File: src/rtl/timer_min_heap_queue_assert.svh
// Assertion macros for the timer heap queue.
`ifndef TIMER_MIN_HEAP_QUEUE_ASSERT_SVH
`define TIMER_MIN_HEAP_QUEUE_ASSERT_SVH
`ifndef ASSERT_OFF
`define TMHQ_ASSERT_IMPL(label, ante, cons) \
  label: assert property (@(posedge clk) disable iff (rst) (ante) |-> (cons)) \
    else $error("assertion failed");
`define TMHQ_ASSERT_NEXT(label, ante, cons) \
  label: assert property (@(posedge clk) disable iff (rst) (ante) |=> (cons)) \
    else $error("assertion failed");
`else
`define TMHQ_ASSERT_IMPL(label, ante, cons)
`define TMHQ_ASSERT_NEXT(label, ante, cons)
`endif
`endif

File: src/rtl/tmhq_ram.sv
//------------------------------------------------------------------------------
// Generic RAM
// One write port and one read port, registered read data.
//------------------------------------------------------------------------------
module tmhq_ram #(
  parameter int Width = 8,
  parameter int Depth = 64
) (
  input  logic                     clk,
  input  logic                     we,
  input  logic [$clog2(Depth)-1:0] waddr,
  input  logic [Width-1:0]         wdata,
  input  logic [$clog2(Depth)-1:0] raddr,
  output logic [Width-1:0]         rdata
);
  logic [Width-1:0] mem [Depth];

  // Write and registered read.
  always_ff @(posedge clk) begin
    if (we) mem[waddr] <= wdata;
    rdata <= mem[raddr];
  end
endmodule

File: config.mk
export PLATFORM = sky130hd
export DESIGN_NAME = tmhq_ram
export DESIGN_NICKNAME = d
export VERILOG_FILES = /design/src/rtl/timer_min_heap_queue_assert.svh /design/src/rtl/tmhq_ram.sv
export SDC_FILE = /design/constraint.sdc
export NUM_CORES = 1
export LEC_CHECK = 0
export BUFFER_PORTS_ARGS = -buffer_cell sky130_fd_sc_hd__buf_4
export CELL_PAD_IN_SITES_DETAIL_PLACEMENT = 1
export CELL_PAD_IN_SITES_GLOBAL_PLACEMENT = 2
export CORE_ASPECT_RATIO = 2
export CORE_MARGIN = 2
export CORE_UTILIZATION = 45
export DETAILED_ROUTE_END_ITERATION = 12
export HOLD_SLACK_MARGIN = 0.05
export PLACE_DENSITY_LB_ADDON = 0.1
export SYNTH_ARGS = -nofsm -noshare
export SYNTH_HDL_FRONTEND = slang
export SYNTH_SLANG_ARGS = --single-unit
File: constraint.sdc
create_clock -name clk -period 1.6 [get_ports clk]
set_input_delay 0.08 -clock clk [delete_from_list [all_inputs] [get_ports clk]]
set_output_delay 0.08 -clock clk [all_outputs]
set_load 0.01 [all_outputs]
==> qor.csv <==
metric;value;unit
clock.fmax;544;MHz
clockRootBuffer;clkbuf_16;
met2_length;30200;um
worstRegToRegCells;5;
antenna_found_initial;0;
place.gp.congestion;0.823;
total_power;28.4;mW
wirelength;52700;um
cts.sinks;520;
slew_violations;0;
endpoint_kind;flip-flop;
power_density;1180;nW/um2
io_buffers;29;
wl_met1;19000;um
fp.dieH;303;um
endpoint;rdata[2]$_DFF_P_;
crit_arrival;2300;ps
tightest_slew;751;ps
synthArstFlopShare;0;%
worstSkewPairLatency;570;ps
critPathLaunch;mem[44][2]$_DFFE_PP_;
synth_nets;962;
synth_top_area_share;76.2;%
drive_gt1_share;36.5;%
crit_required;2060;ps
ir_drop;1020;uV
vias;9869;
first_pass_iters;5;
num_rows;109;
rsz0062_at_grt;yes;
rr_startpoint;mem[44][2]$_DFFE_PP_;
clk_pin_slew_worst_paths;70;ps
avgSynthCellArea;21.5;um2
grt.overflow.total;0;
synth_common_cells;edfxtp_1, mux4_2, nor2_1;
path_class;flip-flop to flip-flop;
grt_pass1_wl;77200;um
synth_top_area_cell;edfxtp_1;
period_share;115;%
postCtsSetupRepairBufs;0;
synth_edf_count;512;
drtAntennaViolNets;0;
synth-seq-cells;520;
drtIter0Drc;634;
r2r_slack;-240;ps
grt_max_degree;65;
wl_met3;1190;um
cap_violations;0;
antenna_cells;0;
slew_headroom;49.9;%
synthesis.area;20200;um2
initial_core_util;45.6;%
remaining_drc_errors;0;
crit_path_max_fanout;1;
via_per_inst;5.73;
htreeDepth;2;
ys_seq_area_share;77.0;%
dieArea;46600;um2
syn_inst;940;
max-clock-path-buffers;3;
hold_class;input pin to flip-flop;
design.core.area;44200;um2
grt_pass1_vias;11200;
synthFlopType;edfxtp_1;
violations;negative setup slack;
finalSetupViolations;8;
fin_ws;-238;ps
die_w;154;um
nets;1151;
yosysMostFrequentCell;edfxtp_1;
yosysWarningCount;0;
p_leak;7.82;nW
timing.rr.end;rdata[2]$_DFF_P_;
cts_made_buffers;46;
fin_area;24000;um2
fill_cells;3911;
cp-start-kind;flip-flop;
grt_usage;23.2;%
place_hpwl;36700;um
finalClockSkew;19.1;ps
area_growth_syn_to_layout;18.8;%
synth_area_leaders;edfxtp_1, mux4_2, nor2_1, mux2i_1, dfxtp_1;
tritoncts;yes;
synth_cell_types;40;
outcome;finished with violations;
io_pins;30;
post-place-ws;-548;ps
finalHoldViolations;0;
wl_per_cell;30.6;um
fin_crit;1840;ps
highest_layer;met4;
fin_hold_ws;85.7;ps
place_area;22200;um2
==> routing by layer <==
| layer | global-route usage (%) | vias up |
|---|---|---|
| met1 | 25.5 | 5283 |
| met4 | 9.20 | 0 |
| met2 | 45.4 | 199 |
| li1 | - | 4292 |
| met3 | 2.19 | 95 |
| met5 | 0 | - |
==> flip-flops by register name, summed over array words and instances (netlist names) <==
name	count
rdata	8
mem	512
==> area by class of cell <==
cell class,instances,area (um2),share of cell area (%)
Sequential cell,520,15500,64.8
Tap cell,555,694,2.90
Multi-Input combinational cell,369,4550,19.0
Clock buffer,60,1300,5.42
Clock inverter,25,278,1.16
Timing Repair Buffer,192,1600,6.68
==> critical path, cell delays in order (launching register included) <==
cell and delay, ps:
edfxtp_1 400, mux4_2 490, mux2_4 300, a221oi_4 310, buf_6 170, o2bb2ai_2 50
==> per-stage QoR <==
stage / instances / utilization (%) / setup TNS [ps]
finish: 1721 / 54.2 / -1470
global route: 1721 / 54.2 / -1780
CTS: 1721 / 54.2 / -1560
detailed placement: 1635 / 50.2 / -3860
global placement: 1635 / 50.2 / -3750
floorplan: 940 / - / -184
==> cell families after synthesis <==
logic type      after synthesis  share of synthesized area [%]
flops                       520                           77.0
compound gates               54                           2.07
simple gates                153                           3.39
mux                         162                           15.9
buf+inv                      51                           1.57
==> where the power goes <==
part	internal [mW]	switching (mW)	total (mW)
sequential	15.1	0.0535	15.1
combinational	0.736	0.984	1.72
clock	6.69	4.83	11.5
==> timing repair <==
action / CTS / global route
pin swaps: 9 / 1
hold buffers: 1 / 0
resized for setup: 35 / 4
endpoints found under the setup margin: 8 / 8
hold endpoints to repair: 7 / 0
==> cell usage in the layout, fill, tap and decap left out, drive strengths merged, types with 13 or more instances in the layout <==
master,n
nor2b,14
nor2,83
buf,190
mux4,126
edfxtp,512
clkbuf,61
mux2,13
mux2i,23
nand3,13
clkinv,15
nand2,19
==> how the worst min path moves through the flow <==
| stage | from | endpoint | cells past startpoint |
|---|---|---|---|
| detailed placement | rdata[4]$_DFF_P_ | rdata[4] | 1 |
| floorplan | wdata[0] | mem[0][0]$_DFFE_PP_ | 0 |
| finish | wdata[6] | mem[0][6]$_DFFE_PP_ | 1 |
| CTS | wdata[4] | mem[2][4]$_DFFE_PP_ | 1 |
| global route | wdata[6] | mem[0][6]$_DFFE_PP_ | 1 |
| global placement | raddr[5] | rdata[5]$_DFF_P_ | 2 |
(Power assumes the default switching activity.)
